$ cat src/design/dtt_pkg.sv
// Shared types and constants for the deadline timer table.
package dtt_pkg;

  localparam int MAX_RESULTS = 16;

  localparam logic [2:0] ACT_ADD     = 3'd0;
  localparam logic [2:0] ACT_CANCEL  = 3'd1;
  localparam logic [2:0] ACT_REFRESH = 3'd2;
  localparam logic [2:0] ACT_RESET   = 3'd3;
  localparam logic [2:0] ACT_TICK    = 3'd4;
  localparam logic [2:0] ACT_QUERY   = 3'd5;

  localparam logic [1:0] ST_OK       = 2'd0;
  localparam logic [1:0] ST_INACTIVE = 2'd1;
  localparam logic [1:0] ST_FULL     = 2'd2;

  localparam logic [7:0] CFG_IDLE_WAIT = 8'd0;
  localparam logic [7:0] CFG_ROLLOVER  = 8'd1;

  localparam logic [31:0] IDLE_WAIT_RST = 32'd1000;
  localparam logic [31:0] ROLLOVER_RST  = 32'd3600000;

  // result kinds loaded into the output register
  localparam logic [2:0] K_ZERO   = 3'd0;
  localparam logic [2:0] K_ADD    = 3'd1;
  localparam logic [2:0] K_FULL   = 3'd2;
  localparam logic [2:0] K_ID_OK  = 3'd3;
  localparam logic [2:0] K_ID_BAD = 3'd4;
  localparam logic [2:0] K_EXP    = 3'd5;
  localparam logic [2:0] K_QUERY  = 3'd6;

  // read address sources
  localparam logic [1:0] RS_SCAN = 2'd0;
  localparam logic [1:0] RS_ID   = 2'd1;
  localparam logic [1:0] RS_BEST = 2'd2;

  typedef struct packed {
    logic       latch;
    logic       emit;
    logic [2:0] kind;
    logic [1:0] rd_sel;
    logic       scan_start;
    logic       scan_run;
    logic       scan_min;
    logic       pend_load;
    logic       do_add;
    logic       do_cancel;
    logic       refr_wr;
    logic       rs_start;
    logic       rs_wr;
    logic       tick_init;
    logic       rearm;
  } dtt_cmd_t;

  typedef struct packed {
    logic [2:0] action;
    logic       out_free;
    logic       id_ok;
    logic       slot_act;
    logic       free_avail;
    logic       any_active;
    logic       scan_done;
    logic       pend_none;
    logic       rs_same;
    logic       exp_last;
  } dtt_sts_t;

endpackage

$ cat src/design/dtt_ram.sv
// Generic single-write, single-read RAM with registered read data.
module dtt_ram #(
  parameter int WIDTH = 32,
  parameter int DEPTH = 16
) (
  input  logic                     clk,
  input  logic                     we,
  input  logic [$clog2(DEPTH)-1:0] waddr,
  input  logic [WIDTH-1:0]         wdata,
  input  logic [$clog2(DEPTH)-1:0] raddr,
  output logic [WIDTH-1:0]         rdata
);

  logic [WIDTH-1:0] mem [DEPTH];

  always_ff @(posedge clk) begin
    if (we) begin
      mem[waddr] <= wdata;
    end
    rdata <= mem[raddr];
  end

endmodule

$ cat src/design/dtt_ctrl.sv
// Control state machine for the deadline timer table.
module dtt_ctrl
  import dtt_pkg::*;
(
  input  logic     clk,
  input  logic     rst,
  input  logic     s_tvalid,
  output logic     s_tready,
  input  dtt_sts_t sts,
  output dtt_cmd_t cmd
);

  localparam logic [3:0] S_IDLE   = 4'd0;
  localparam logic [3:0] S_DISP   = 4'd1;
  localparam logic [3:0] S_REFR   = 4'd2;
  localparam logic [3:0] S_RS_CHK = 4'd3;
  localparam logic [3:0] S_RS_WR  = 4'd4;
  localparam logic [3:0] S_PEND   = 4'd5;
  localparam logic [3:0] S_MIN    = 4'd6;
  localparam logic [3:0] S_BEST   = 4'd7;
  localparam logic [3:0] S_REARM  = 4'd8;
  localparam logic [3:0] S_QEMIT  = 4'd9;

  logic [3:0] state, state_next;

  always_ff @(posedge clk) begin
    if (rst) begin
      state <= S_IDLE;
    end else begin
      state <= state_next;
    end
  end

  assign s_tready = (state == S_IDLE);

  always_comb begin
    cmd = '0;
    cmd.kind = K_ZERO;
    cmd.rd_sel = RS_SCAN;
    state_next = state;
    case (state)
      S_IDLE: begin
        if (s_tvalid) begin
          cmd.latch = 1'b1;
          state_next = S_DISP;
        end
      end
      S_DISP: begin
        case (sts.action)
          ACT_ADD: begin
            if (sts.out_free) begin
              cmd.emit = 1'b1;
              cmd.kind = sts.free_avail ? K_ADD : K_FULL;
              cmd.do_add = sts.free_avail;
              state_next = S_IDLE;
            end
          end
          ACT_CANCEL: begin
            if (sts.out_free) begin
              cmd.emit = 1'b1;
              cmd.kind = sts.slot_act ? K_ID_OK : K_ID_BAD;
              cmd.do_cancel = sts.slot_act;
              state_next = S_IDLE;
            end
          end
          ACT_REFRESH: begin
            cmd.rd_sel = RS_ID;
            if (sts.slot_act) begin
              state_next = S_REFR;
            end else if (sts.out_free) begin
              cmd.emit = 1'b1;
              cmd.kind = K_ID_BAD;
              state_next = S_IDLE;
            end
          end
          ACT_RESET: begin
            cmd.rd_sel = RS_ID;
            if (sts.id_ok) begin
              state_next = S_RS_CHK;
            end else if (sts.out_free) begin
              cmd.emit = 1'b1;
              cmd.kind = K_ID_BAD;
              state_next = S_IDLE;
            end
          end
          ACT_TICK: begin
            if (sts.any_active) begin
              cmd.tick_init = 1'b1;
              cmd.scan_start = 1'b1;
              state_next = S_PEND;
            end else if (sts.out_free) begin
              cmd.emit = 1'b1;
              state_next = S_IDLE;
            end
          end
          ACT_QUERY: begin
            cmd.pend_load = 1'b1;
            cmd.scan_start = 1'b1;
            state_next = S_MIN;
          end
          default: begin
            if (sts.out_free) begin
              cmd.emit = 1'b1;
              state_next = S_IDLE;
            end
          end
        endcase
      end
      S_REFR: begin
        cmd.rd_sel = RS_ID;
        if (sts.out_free) begin
          cmd.refr_wr = 1'b1;
          cmd.emit = 1'b1;
          cmd.kind = K_ID_OK;
          state_next = S_IDLE;
        end
      end
      S_RS_CHK: begin
        cmd.rd_sel = RS_ID;
        if (sts.rs_same || !sts.slot_act) begin
          if (sts.out_free) begin
            cmd.emit = 1'b1;
            cmd.kind = sts.rs_same ? K_ID_OK : K_ID_BAD;
            state_next = S_IDLE;
          end
        end else begin
          cmd.rs_start = 1'b1;
          state_next = S_RS_WR;
        end
      end
      S_RS_WR: begin
        cmd.rd_sel = RS_ID;
        if (sts.out_free) begin
          cmd.rs_wr = 1'b1;
          cmd.emit = 1'b1;
          cmd.kind = K_ID_OK;
          state_next = S_IDLE;
        end
      end
      S_PEND: begin
        cmd.scan_run = 1'b1;
        if (sts.scan_done) begin
          if (!sts.pend_none) begin
            cmd.scan_start = 1'b1;
            state_next = S_MIN;
          end else if (sts.out_free) begin
            cmd.emit = 1'b1;
            state_next = S_IDLE;
          end
        end
      end
      S_MIN: begin
        cmd.scan_run = 1'b1;
        cmd.scan_min = 1'b1;
        if (sts.scan_done) begin
          state_next = (sts.action == ACT_QUERY) ? S_QEMIT : S_BEST;
        end
      end
      S_BEST: begin
        cmd.rd_sel = RS_BEST;
        state_next = S_REARM;
      end
      S_REARM: begin
        cmd.rd_sel = RS_BEST;
        if (sts.out_free) begin
          cmd.rearm = 1'b1;
          cmd.emit = 1'b1;
          cmd.kind = K_EXP;
          if (sts.exp_last) begin
            state_next = S_IDLE;
          end else begin
            cmd.scan_start = 1'b1;
            state_next = S_MIN;
          end
        end
      end
      S_QEMIT: begin
        if (sts.out_free) begin
          cmd.emit = 1'b1;
          cmd.kind = K_QUERY;
          state_next = S_IDLE;
        end
      end
      default: begin
        state_next = S_IDLE;
      end
    endcase
  end

endmodule

$ cat src/design/dtt_dp.sv
// Datapath: slot flags, slot memories, scan unit, config and output register.
module dtt_dp
  import dtt_pkg::*;
#(
  parameter int TIMER_SLOTS = 16
) (
  input  logic        clk,
  input  logic        rst,
  input  dtt_cmd_t    cmd,
  output dtt_sts_t    sts,
  input  logic [87:0] s_tdata,
  input  logic [2:0]  s_tuser,
  input  logic        cfg_valid,
  input  logic [7:0]  cfg_index,
  input  logic [31:0] cfg_data,
  output logic        m_tvalid,
  input  logic        m_tready,
  output logic [55:0] m_tdata,
  output logic        m_tlast
);

  localparam int IW = $clog2(TIMER_SLOTS);
  localparam int CW = $clog2(TIMER_SLOTS + 1);

  logic [2:0]  act_q;
  logic [3:0]  id_q;
  logic [31:0] per_q;
  logic        rec_q;
  logic        fn_q;
  logic [47:0] now_q;

  logic [TIMER_SLOTS-1:0] active;
  logic [TIMER_SLOTS-1:0] recurring;
  logic [TIMER_SLOTS-1:0] pend;
  logic [47:0] prev_time;
  logic [31:0] idle_wait;
  logic [31:0] window;
  logic        roll;
  logic [4:0]  n_res;
  logic [47:0] start_q;

  logic [CW-1:0] scan_cnt;
  logic          rd_vld;
  logic [IW-1:0] rd_idx;
  logic          found;
  logic [IW-1:0] best;
  logic [47:0]   best_dl;

  logic [1:0]  o_status;
  logic [3:0]  o_id;
  logic        o_exp;
  logic [47:0] o_wait;

  logic [IW-1:0] id_idx;
  logic          id_valid;
  logic [IW-1:0] free_idx;
  logic          free_avail;
  logic [IW-1:0] raddr;
  logic [IW-1:0] waddr;
  logic [31:0]   per_rd;
  logic [47:0]   dl_rd;
  logic          per_we;
  logic          dl_we;
  logic [47:0]   sum_a;
  logic [31:0]   sum_b;
  logic [47:0]   sum;
  logic [TIMER_SLOTS-1:0] best_oh;
  logic          scan_issue;
  logic          exp_last;
  logic [47:0]   q_wait;
  logic          roll_now;

  assign id_idx   = IW'(id_q);
  assign id_valid = ({28'd0, id_q} < 32'(TIMER_SLOTS));

  always_comb begin
    free_idx = '0;
    free_avail = 1'b0;
    for (int i = TIMER_SLOTS - 1; i >= 0; i--) begin
      if (!active[i]) begin
        free_idx = IW'(i);
        free_avail = 1'b1;
      end
    end
  end

  always_comb begin
    case (cmd.rd_sel)
      RS_ID:   raddr = id_idx;
      RS_BEST: raddr = best;
      default: raddr = scan_cnt[IW-1:0];
    endcase
  end

  assign sum_a = cmd.rs_wr ? start_q : now_q;
  assign sum_b = (cmd.do_add || cmd.rs_wr) ? per_q : per_rd;
  assign sum   = sum_a + {16'd0, sum_b};

  assign per_we = cmd.do_add || cmd.rs_wr;
  assign dl_we  = cmd.do_add || cmd.refr_wr || cmd.rs_wr || (cmd.rearm && recurring[best]);
  assign waddr  = cmd.do_add ? free_idx : (cmd.rearm ? best : id_idx);

  dtt_ram #(.WIDTH(32), .DEPTH(TIMER_SLOTS)) u_per_ram (
    .clk   (clk),
    .we    (per_we),
    .waddr (waddr),
    .wdata (per_q),
    .raddr (raddr),
    .rdata (per_rd)
  );

  dtt_ram #(.WIDTH(48), .DEPTH(TIMER_SLOTS)) u_dl_ram (
    .clk   (clk),
    .we    (dl_we),
    .waddr (waddr),
    .wdata (sum),
    .raddr (raddr),
    .rdata (dl_rd)
  );

  assign best_oh    = TIMER_SLOTS'(1) << best;
  assign exp_last   = ((pend & ~best_oh) == '0) || (n_res == 5'(MAX_RESULTS - 1));
  assign scan_issue = (scan_cnt < CW'(TIMER_SLOTS));
  assign q_wait     = !found ? {16'd0, idle_wait} :
                      (now_q >= best_dl) ? 48'd0 : (best_dl - now_q);
  assign roll_now   = (now_q < prev_time) && ((prev_time - now_q) > {16'd0, window});

  always_comb begin
    sts.action     = act_q;
    sts.out_free   = !m_tvalid || m_tready;
    sts.id_ok      = id_valid;
    sts.slot_act   = id_valid && active[id_idx];
    sts.free_avail = free_avail;
    sts.any_active = (active != '0);
    sts.scan_done  = !scan_issue && !rd_vld;
    sts.pend_none  = (pend == '0);
    sts.rs_same    = (per_q == per_rd) && !fn_q;
    sts.exp_last   = exp_last;
  end

  // item and scratch registers, no reset needed
  always_ff @(posedge clk) begin
    if (cmd.latch) begin
      act_q <= s_tuser;
      id_q  <= s_tdata[3:0];
      per_q <= s_tdata[35:4];
      rec_q <= s_tdata[36];
      fn_q  <= s_tdata[37];
      now_q <= s_tdata[85:38];
    end
    if (cmd.rs_start) begin
      start_q <= fn_q ? now_q : (dl_rd - {16'd0, per_rd});
    end
    if (cmd.tick_init) begin
      roll <= roll_now;
    end
    if (cmd.scan_start) begin
      scan_cnt <= '0;
    end else if (cmd.scan_run && scan_issue) begin
      scan_cnt <= scan_cnt + CW'(1);
    end
    if (!cmd.scan_start && cmd.scan_run && scan_issue) begin
      rd_idx <= scan_cnt[IW-1:0];
    end
    if (cmd.scan_run && !cmd.scan_start && rd_vld && cmd.scan_min && pend[rd_idx] &&
        (!found || dl_rd < best_dl)) begin
      best    <= rd_idx;
      best_dl <= dl_rd;
    end
    if (cmd.emit) begin
      case (cmd.kind)
        K_ADD: begin
          o_status <= ST_OK;
          o_id     <= 4'(free_idx);
          o_exp    <= 1'b0;
          o_wait   <= '0;
          m_tlast  <= 1'b1;
        end
        K_FULL: begin
          o_status <= ST_FULL;
          o_id     <= '0;
          o_exp    <= 1'b0;
          o_wait   <= '0;
          m_tlast  <= 1'b1;
        end
        K_ID_OK: begin
          o_status <= ST_OK;
          o_id     <= id_q;
          o_exp    <= 1'b0;
          o_wait   <= '0;
          m_tlast  <= 1'b1;
        end
        K_ID_BAD: begin
          o_status <= ST_INACTIVE;
          o_id     <= id_q;
          o_exp    <= 1'b0;
          o_wait   <= '0;
          m_tlast  <= 1'b1;
        end
        K_EXP: begin
          o_status <= ST_OK;
          o_id     <= 4'(best);
          o_exp    <= 1'b1;
          o_wait   <= '0;
          m_tlast  <= exp_last;
        end
        K_QUERY: begin
          o_status <= ST_OK;
          o_id     <= '0;
          o_exp    <= 1'b0;
          o_wait   <= q_wait;
          m_tlast  <= 1'b1;
        end
        default: begin
          o_status <= ST_OK;
          o_id     <= '0;
          o_exp    <= 1'b0;
          o_wait   <= '0;
          m_tlast  <= 1'b1;
        end
      endcase
    end
  end

  // control state
  always_ff @(posedge clk) begin
    if (rst) begin
      active    <= '0;
      recurring <= '0;
      pend      <= '0;
      prev_time <= '0;
      idle_wait <= IDLE_WAIT_RST;
      window    <= ROLLOVER_RST;
      n_res     <= '0;
      rd_vld    <= 1'b0;
      found     <= 1'b0;
      m_tvalid  <= 1'b0;
    end else begin
      if (cfg_valid) begin
        if (cfg_index == CFG_IDLE_WAIT) begin
          idle_wait <= cfg_data;
        end else if (cfg_index == CFG_ROLLOVER) begin
          window <= cfg_data;
        end
      end
      if (cmd.do_add) begin
        active[free_idx]    <= 1'b1;
        recurring[free_idx] <= rec_q;
      end
      if (cmd.do_cancel) begin
        active[id_idx] <= 1'b0;
      end
      if (cmd.tick_init) begin
        prev_time <= now_q;
        n_res     <= '0;
      end
      if (cmd.scan_start) begin
        rd_vld <= 1'b0;
        found  <= 1'b0;
      end else if (cmd.scan_run) begin
        rd_vld <= scan_issue;
        if (rd_vld) begin
          if (!cmd.scan_min) begin
            pend[rd_idx] <= active[rd_idx] && (roll || dl_rd <= now_q);
          end else if (pend[rd_idx] && (!found || dl_rd < best_dl)) begin
            found <= 1'b1;
          end
        end
      end
      if (cmd.pend_load) begin
        pend <= active;
      end
      if (cmd.rearm) begin
        pend[best] <= 1'b0;
        n_res      <= n_res + 5'd1;
        if (!recurring[best]) begin
          active[best] <= 1'b0;
        end
      end
      if (cmd.emit) begin
        m_tvalid <= 1'b1;
      end else if (m_tready) begin
        m_tvalid <= 1'b0;
      end
    end
  end

  assign m_tdata = {1'b0, o_wait, o_exp, o_id, o_status};

endmodule

$ cat src/design/deadline_timer_table_unit.sv
// Deadline timer table: top level joining controller and datapath.
// Add, cancel, unknown actions and refresh of an inactive slot finish in dispatch;
// refresh adds a write state; reset adds a check state and a write state, skipping
// the write when the period is unchanged or the slot is inactive.
// Query runs one deadline scan, one slot per cycle; tick runs a pending scan, then
// one scan per result. Results wait while the output beat is held off. One item
// at a time; the output register lets the next item in while a result waits.
// Synchronous active-high rst clears flags, time, config and handshake state.
module deadline_timer_table_unit
  import dtt_pkg::*;
#(
  parameter int TIMER_SLOTS = 16
) (
  input  logic        clk,
  input  logic        rst,
  input  logic        s_tvalid,
  output logic        s_tready,
  // timer_id[3:0], period_ms[35:4], recurring[36], start_now[37], now_ms[85:38]
  input  logic [87:0] s_tdata,
  // action[2:0]
  input  logic [2:0]  s_tuser,
  input  logic        cfg_valid,
  output logic        cfg_ready,
  input  logic [7:0]  cfg_index,
  input  logic [31:0] cfg_data,
  output logic        m_tvalid,
  input  logic        m_tready,
  // status[1:0], timer_id_res[5:2], expired[6], next_wait[54:7]
  output logic [55:0] m_tdata,
  output logic        m_tlast
);

  dtt_cmd_t cmd;
  dtt_sts_t sts;

  assign cfg_ready = 1'b1;

  dtt_ctrl u_ctrl (
    .clk      (clk),
    .rst      (rst),
    .s_tvalid (s_tvalid),
    .s_tready (s_tready),
    .sts      (sts),
    .cmd      (cmd)
  );

  dtt_dp #(.TIMER_SLOTS(TIMER_SLOTS)) u_dp (
    .clk       (clk),
    .rst       (rst),
    .cmd       (cmd),
    .sts       (sts),
    .s_tdata   (s_tdata),
    .s_tuser   (s_tuser),
    .cfg_valid (cfg_valid),
    .cfg_index (cfg_index),
    .cfg_data  (cfg_data),
    .m_tvalid  (m_tvalid),
    .m_tready  (m_tready),
    .m_tdata   (m_tdata),
    .m_tlast   (m_tlast)
  );

endmodule

$ cat config.mk
export PLATFORM = sky130hd
export DESIGN_NAME = deadline_timer_table_unit
export DESIGN_NICKNAME = d
export VERILOG_FILES = /design/src/design/dtt_pkg.sv /design/src/design/dtt_ram.sv /design/src/design/dtt_ctrl.sv /design/src/design/dtt_dp.sv /design/src/design/deadline_timer_table_unit.sv
export SDC_FILE = /design/constraint.sdc
export NUM_CORES = 2
export LEC_CHECK = 0
export BUFFER_PORTS_ARGS = -buffer_cell sky130_fd_sc_hd__buf_4
export CORE_ASPECT_RATIO = 0.9
export CORE_MARGIN = 2
export CORE_UTILIZATION = 46
export DETAILED_ROUTE_END_ITERATION = 8
export GPL_TIMING_DRIVEN = 0
export PLACE_DENSITY = 0.59
export SLEW_MARGIN = 15
export SYNTH_ARGS = -nofsm -noshare
export SYNTH_HDL_FRONTEND = slang
export SYNTH_HIERARCHICAL = 1
export SYNTH_SLANG_ARGS = --single-unit
$ cat constraint.sdc
create_clock -name clk -period 18.2 [get_ports clk]
set_clock_uncertainty 0.2 [all_clocks]
set_input_delay 3.64 -clock clk [delete_from_list [all_inputs] [get_ports clk]]
set_output_delay 3.64 -clock clk [all_outputs]
set_load 0.01 [all_outputs]
# == After elaboration in Yosys (flattened, before gate mapping) ==
# Memory sizes are Yosys's and may differ from the RTL's. A register that Yosys moved wholly into a read port is not among the register bits.
# Index checks and enable logic that the tools add are counted.
# word_totals
regBits,427
latchBits,0
mem_bits_rw,1280
mem_bits_ro,0
in_bits,136
out_inout_bits,60
elab_cells,288
memories,2
# mem_list
name,words,word_bits,rd,rd_ports_with_merged_regs,write_ports,line_no,rtl
u_dp.u_dl_ram.mem,16,48,1,1,1,dtt_ram.sv:14,logic [WIDTH-1:0] mem [DEPTH];
u_dp.u_per_ram.mem,16,32,1,1,1,dtt_ram.sv:14,
# classes
n_addsub,6
multipliers,0
n_div,0
magnitude_cmp,14
n_eq_ne,29
shift,1
n_mux,141
bitwise,11
n_reduce_logical,55
# op_table
op,n
2-to-1 mux 16 bit,13
2-to-1 mux 4 bit,37
less-than comparator 48 bit,2
2-to-1 mux 32 bit,3
2-to-1 mux 48 bit,2
subtractor 48 bit,2
AND 16 bit,4
2-to-1 mux 1 bit,57
adder 48 x 32 -> 48 bit,1
>= comparator 48 bit,1
> comparator 48 x 32 -> 1 bit,1
less-or-equal comparator 48 bit,1
NOT 16 bit,3
subtractor 48 x 32 -> 48 bit,1
bitwise mux 16 bit,2
== test 32 bit,1
zero test 16 bit,2
case mux 4 bit (8 select lines),1
"less-than comparator 4 x 5 -> 1 bit, second input constant",4
logical AND 1 bit,17
binary-select mux 1 bit (select 4 bit),4
demux 1 bit (select 4 bit),4
"== test 4 x 3 -> 1 bit, second input constant",4
">= comparator 4 x 1 -> 1 bit, second input constant",4
42 further kinds,86

# == Longest topological paths before layout ==
# depth
ltp_word,29
mapped_depth,25
depth_no_buf,24

# == By module ==
# The synthesis kept the hierarchy.
# by_module_without_submodules
mod,instances,cells_each,area_per_inst_um2,seq_area_each_um2
dtt_dp,1,3365,29962.5,10970.5
dtt_ram (u_dp.u_dl_ram),1,1242,29694.7,24023.0
dtt_ram (u_dp.u_per_ram),1,838,19835.3,16015.4
dtt_ctrl,1,128,818.3,80.1
deadline_timer_table_unit,1,2,11.3,0.0

# == Least setup slack after synthesis ==
# No wires, ideal clock.
# synth_path
path_kind,input to register
startpoint,input m_tready
endpoint,memory u_dp.u_dl_ram.mem[0][0] (enable)
setup_time_ps,513
t_arrival_ps,9134
required_ps,17487
slack_ps,8354
cell_stages,11
path_buffers,4
path_cell_list,nand2b_1 clkbuf_1 inv_1 nor2_1 clkbuf_1 clkbuf_1 or2_2 clkbuf_1 a211o_1 or3b_2 nor3_1
# synth_rtl
item,line_no,rtl
from (decl),deadline_timer_table_unit.sv:27,"input logic m_tready,"
to (decl),dtt_ram.sv:14,

==> metrics.txt <==
htree depth=4; CP required=18.49 ns; Final period util=68.5%; Worst path most repeated cell=clkbuf_1; Yosys warnings=6; Port Buffer Count=191; critical path class=in2reg; Synth Instances=5575; CTS clk-pin slew, worst paths=0.06 ns; CTS buffer count=184; Avg Cell Area, Syn=14.4 um^2; largest net degree at the start of global routing=58; first-pass GRT wire length=336000 um; Worst EP arrival=12.76 ns; DR iter-0 viols=5372; TritonRoute pass-1 iters=7; final wirelength=232000 um; EDFF count, synth=1530; Mapped Nets=6007; Clock Path Buffers=3; sequential fraction of the synthesis area=63.6%; DRC violations left=0; share of layout cells above drive strength 1=17.8%; Register Area=51100 um^2; synthesized area=80300 um^2; final setup fails=0; clk_lat worst skew=0.84 ns; Fin Setup TNS=0 ns; Pleak=32.0 nW; worst-margin pin slew=1.05 ns; library cells used by synthesis=96; Max-Cap Viols=0; Filler cells=14300; Seq cells post-synth=1787; post-route cell area=92800 um^2; Worst Setup End Kind=flop; Post-Place Setup Slack=4.73 ns; hpwl dp=170000 um; Post-CTS Resized=0; initial antenna violation count=5; r2r setup slk=8.28 ns; setup repair bufs after CTS=0; Final min period=12.46 ns; unrepaired setup endpoints after global routing=no; Achievable Freq=80.2 MHz; GPL Wtd Cong=0.948; placed insts=8146; HP Class=reg2reg; asr flop ratio synth=0%; via count=50700; Sink Count=1787; CP Cell Sequence=buf_4 -> nand2b_1 -> clkbuf_1 -> inv_1 -> nor2_1 -> clkbuf_1 -> clkbuf_1 -> buf_1 -> clkbuf_1 -> clkbuf_1 -> o21ai_0 -> ha_1 -> fa_1 -> a21o_1 -> a21oi_1 -> o21ai_0 -> a21oi_1 -> o41a_1 -> a41oi_1 -> a21oi_1 -> nor2_1 -> nand2_1 -> xnor2_1 -> mux2i_2; Antenna Nets Post-Route=0; All-Layer GR Usage=25.7%; Synth-to-Final Area Change=15.5%; vias in the first global route=49000; Starting Density=46.3%; Cell Area, Placed=86400 um^2; Final Hold Viols=0; Placeable Area=173000 um^2; critical path startpoint category=primary input; Critical Path Fanout Max=16; # hold bufs at CTS=0; Final Non-Filler Cells=8491; Cell Rows=145; slew margin rel.=28.9%; setup ws final=5.74 ns; die height=400 um; multi-input logic area=27900 um^2; Max VDD drop=103 uV; Power Density=102 nW/um^2; io pins=196; die area=178000 um^2; WHS=0.256 ns; status=complete, no violations; DR vias/cell=5.97; root buffer cell=clkbuf_16; grt total ovfl=0; Final Slew Violations=0; Layout Nets=6487; die width=444 um; CP max stage delay=0.83 ns; CP max-delay cell=mux2i_2; Primary FF master, synth=edfxtp_1; routed len/inst=27.3 um; TritonCTS clock tree=done
-- through the flow --
stage,utilization (%),total power [W]
after floorplan,-,0.00537
after global placement,48.8,0.00573
after detailed placement,49.8,0.00577
after CTS,53.4,0.00955
after global routing,53.5,0.00982
final,53.5,0.00950
-- cell usage after synthesis, drive strengths merged, types with 81 or more instances --
| cell type | count | area [um^2] |
|---|---|---|
| a22oi | 170 | 1280 |
| edfxtp | 1530 | 45900 |
| a21o | 126 | 946 |
| ha | 292 | 3650 |
| buf | 95 | 537 |
| dfxtp | 257 | 5140 |
| mux2i | 96 | 961 |
| nand3 | 81 | 405 |
| mux4 | 340 | 7660 |
| a21oi | 257 | 1290 |
| xnor2 | 126 | 1100 |
| clkbuf | 159 | 597 |
| nand2 | 534 | 2000 |
| nor2 | 260 | 986 |
| inv | 220 | 826 |
| o21ai | 265 | 1330 |
-- worst max-delay path: cells and delay by family --
family,cells,cell delay (ns)
compound gates,8,2.78
xor+xnor,1,0.09
fa+ha+maj,2,0.69
buf+inv,8,3.44
mux,1,0.83
simple gates,4,1.23
-- power by group --
part / switching, W / total (W) / leakage [nW] / internal [W]
clock: 0.00163 / 0.00379 / 2.97 / 0.00217
sequential: 0.0000908 / 0.00471 / 16.0 / 0.00462
combinational: 0.000619 / 0.000995 / 13.0 / 0.000376
-- path summary, 6_finish.rpt --
path / start / end / cells past startpoint
worst max register to register: u_ctrl/state[2] / u_dp/u_dl_ram/mem[1][40] / 22
worst min register to register: u_dp/idle_wait[18] / u_dp/idle_wait[18] / 2
worst min-delay path: u_dp/idle_wait[18] / u_dp/idle_wait[18] / 2
worst max-delay path: m_tready / u_dp/u_dl_ram/mem[1][40] / 24
-- kinds of logic (layout without fill, tap and decap cells) --
family	count (synthesis)	count (layout)	synth area share, %
flip-flops	1787	1787	63.6
AND/OR/NAND/NOR	1246	1246	7.15
AO/OA/AOI/OAI	1130	1130	9.19
buffers and inverters	474	1111	2.44
multiplexers	439	439	10.8
adder cells (fa/ha/maj)	296	296	4.65
XOR/XNOR	200	200	2.18
other	3	4	0.0140
-- layout by cell type, fill, tap and decap left out, types with 43 or more instances in the layout --
cell type / instances
nand2b_1: 43
xnor2_1: 96
nor3_1: 65
inv_1: 220
mux2i_1: 95
clkbuf_16: 186
nand3_1: 81
nor2_1: 234
buf_4: 269
a21oi_1: 255
dfxtp_1: 257
nand4_1: 57
a22oi_1: 170
o21ai_0: 224
mux4_2: 340
a21o_1: 126
xor2_1: 60
clkbuf_1: 199
ha_1: 292
nand2_1: 534
edfxtp_1: 1530
nor2b_1: 52
-- flip-flops by register name (all words and copies together) (netlist names), 5 cells and up --
signal and flops:
u_dp/active 16, u_dp/idle_wait 32, u_dp/n_res 5, u_dp/u_dl_ram/rdata 48
u_dp/u_per_ram/rdata 32, u_dp/u_dl_ram/mem 768, u_dp/window 32, u_dp/per_q 32
u_dp/pend 16, u_dp/recurring 16, u_dp/prev_time 48, u_dp/best_dl 48
u_dp/start_q 48, u_dp/u_per_ram/mem 512, u_dp/scan_cnt 5, u_dp/o_wait 48
u_dp/now_q 48
-- layout make-up --
type	count	area share, %
Sequential cell	1787	55.1
Multi-Input combinational cell	3314	30.0
Antenna cell	1	0.00270
Clock buffer	240	5.39
Clock inverter	103	1.23
Inverter	220	0.890
Buffer	254	1.22
Timing Repair Buffer	294	3.06
Tap cell	2278	3.07
-- per-layer routing --
metal / vias to the layer above / global-route usage, % / part of all wire, % / wire length [um]
li1: 22600 / - / - / -
met1: 25800 / 38.2 / 45 / 104000
met2: 2013 / 39.2 / 45 / 104000
met3: 332 / 3.96 / 7.4 / 17100
met4: 0 / 7.79 / 3.1 / 7120
met5: - / 0 / 0 / 0
No activity file was read; power rests on OpenSTA's default activity.
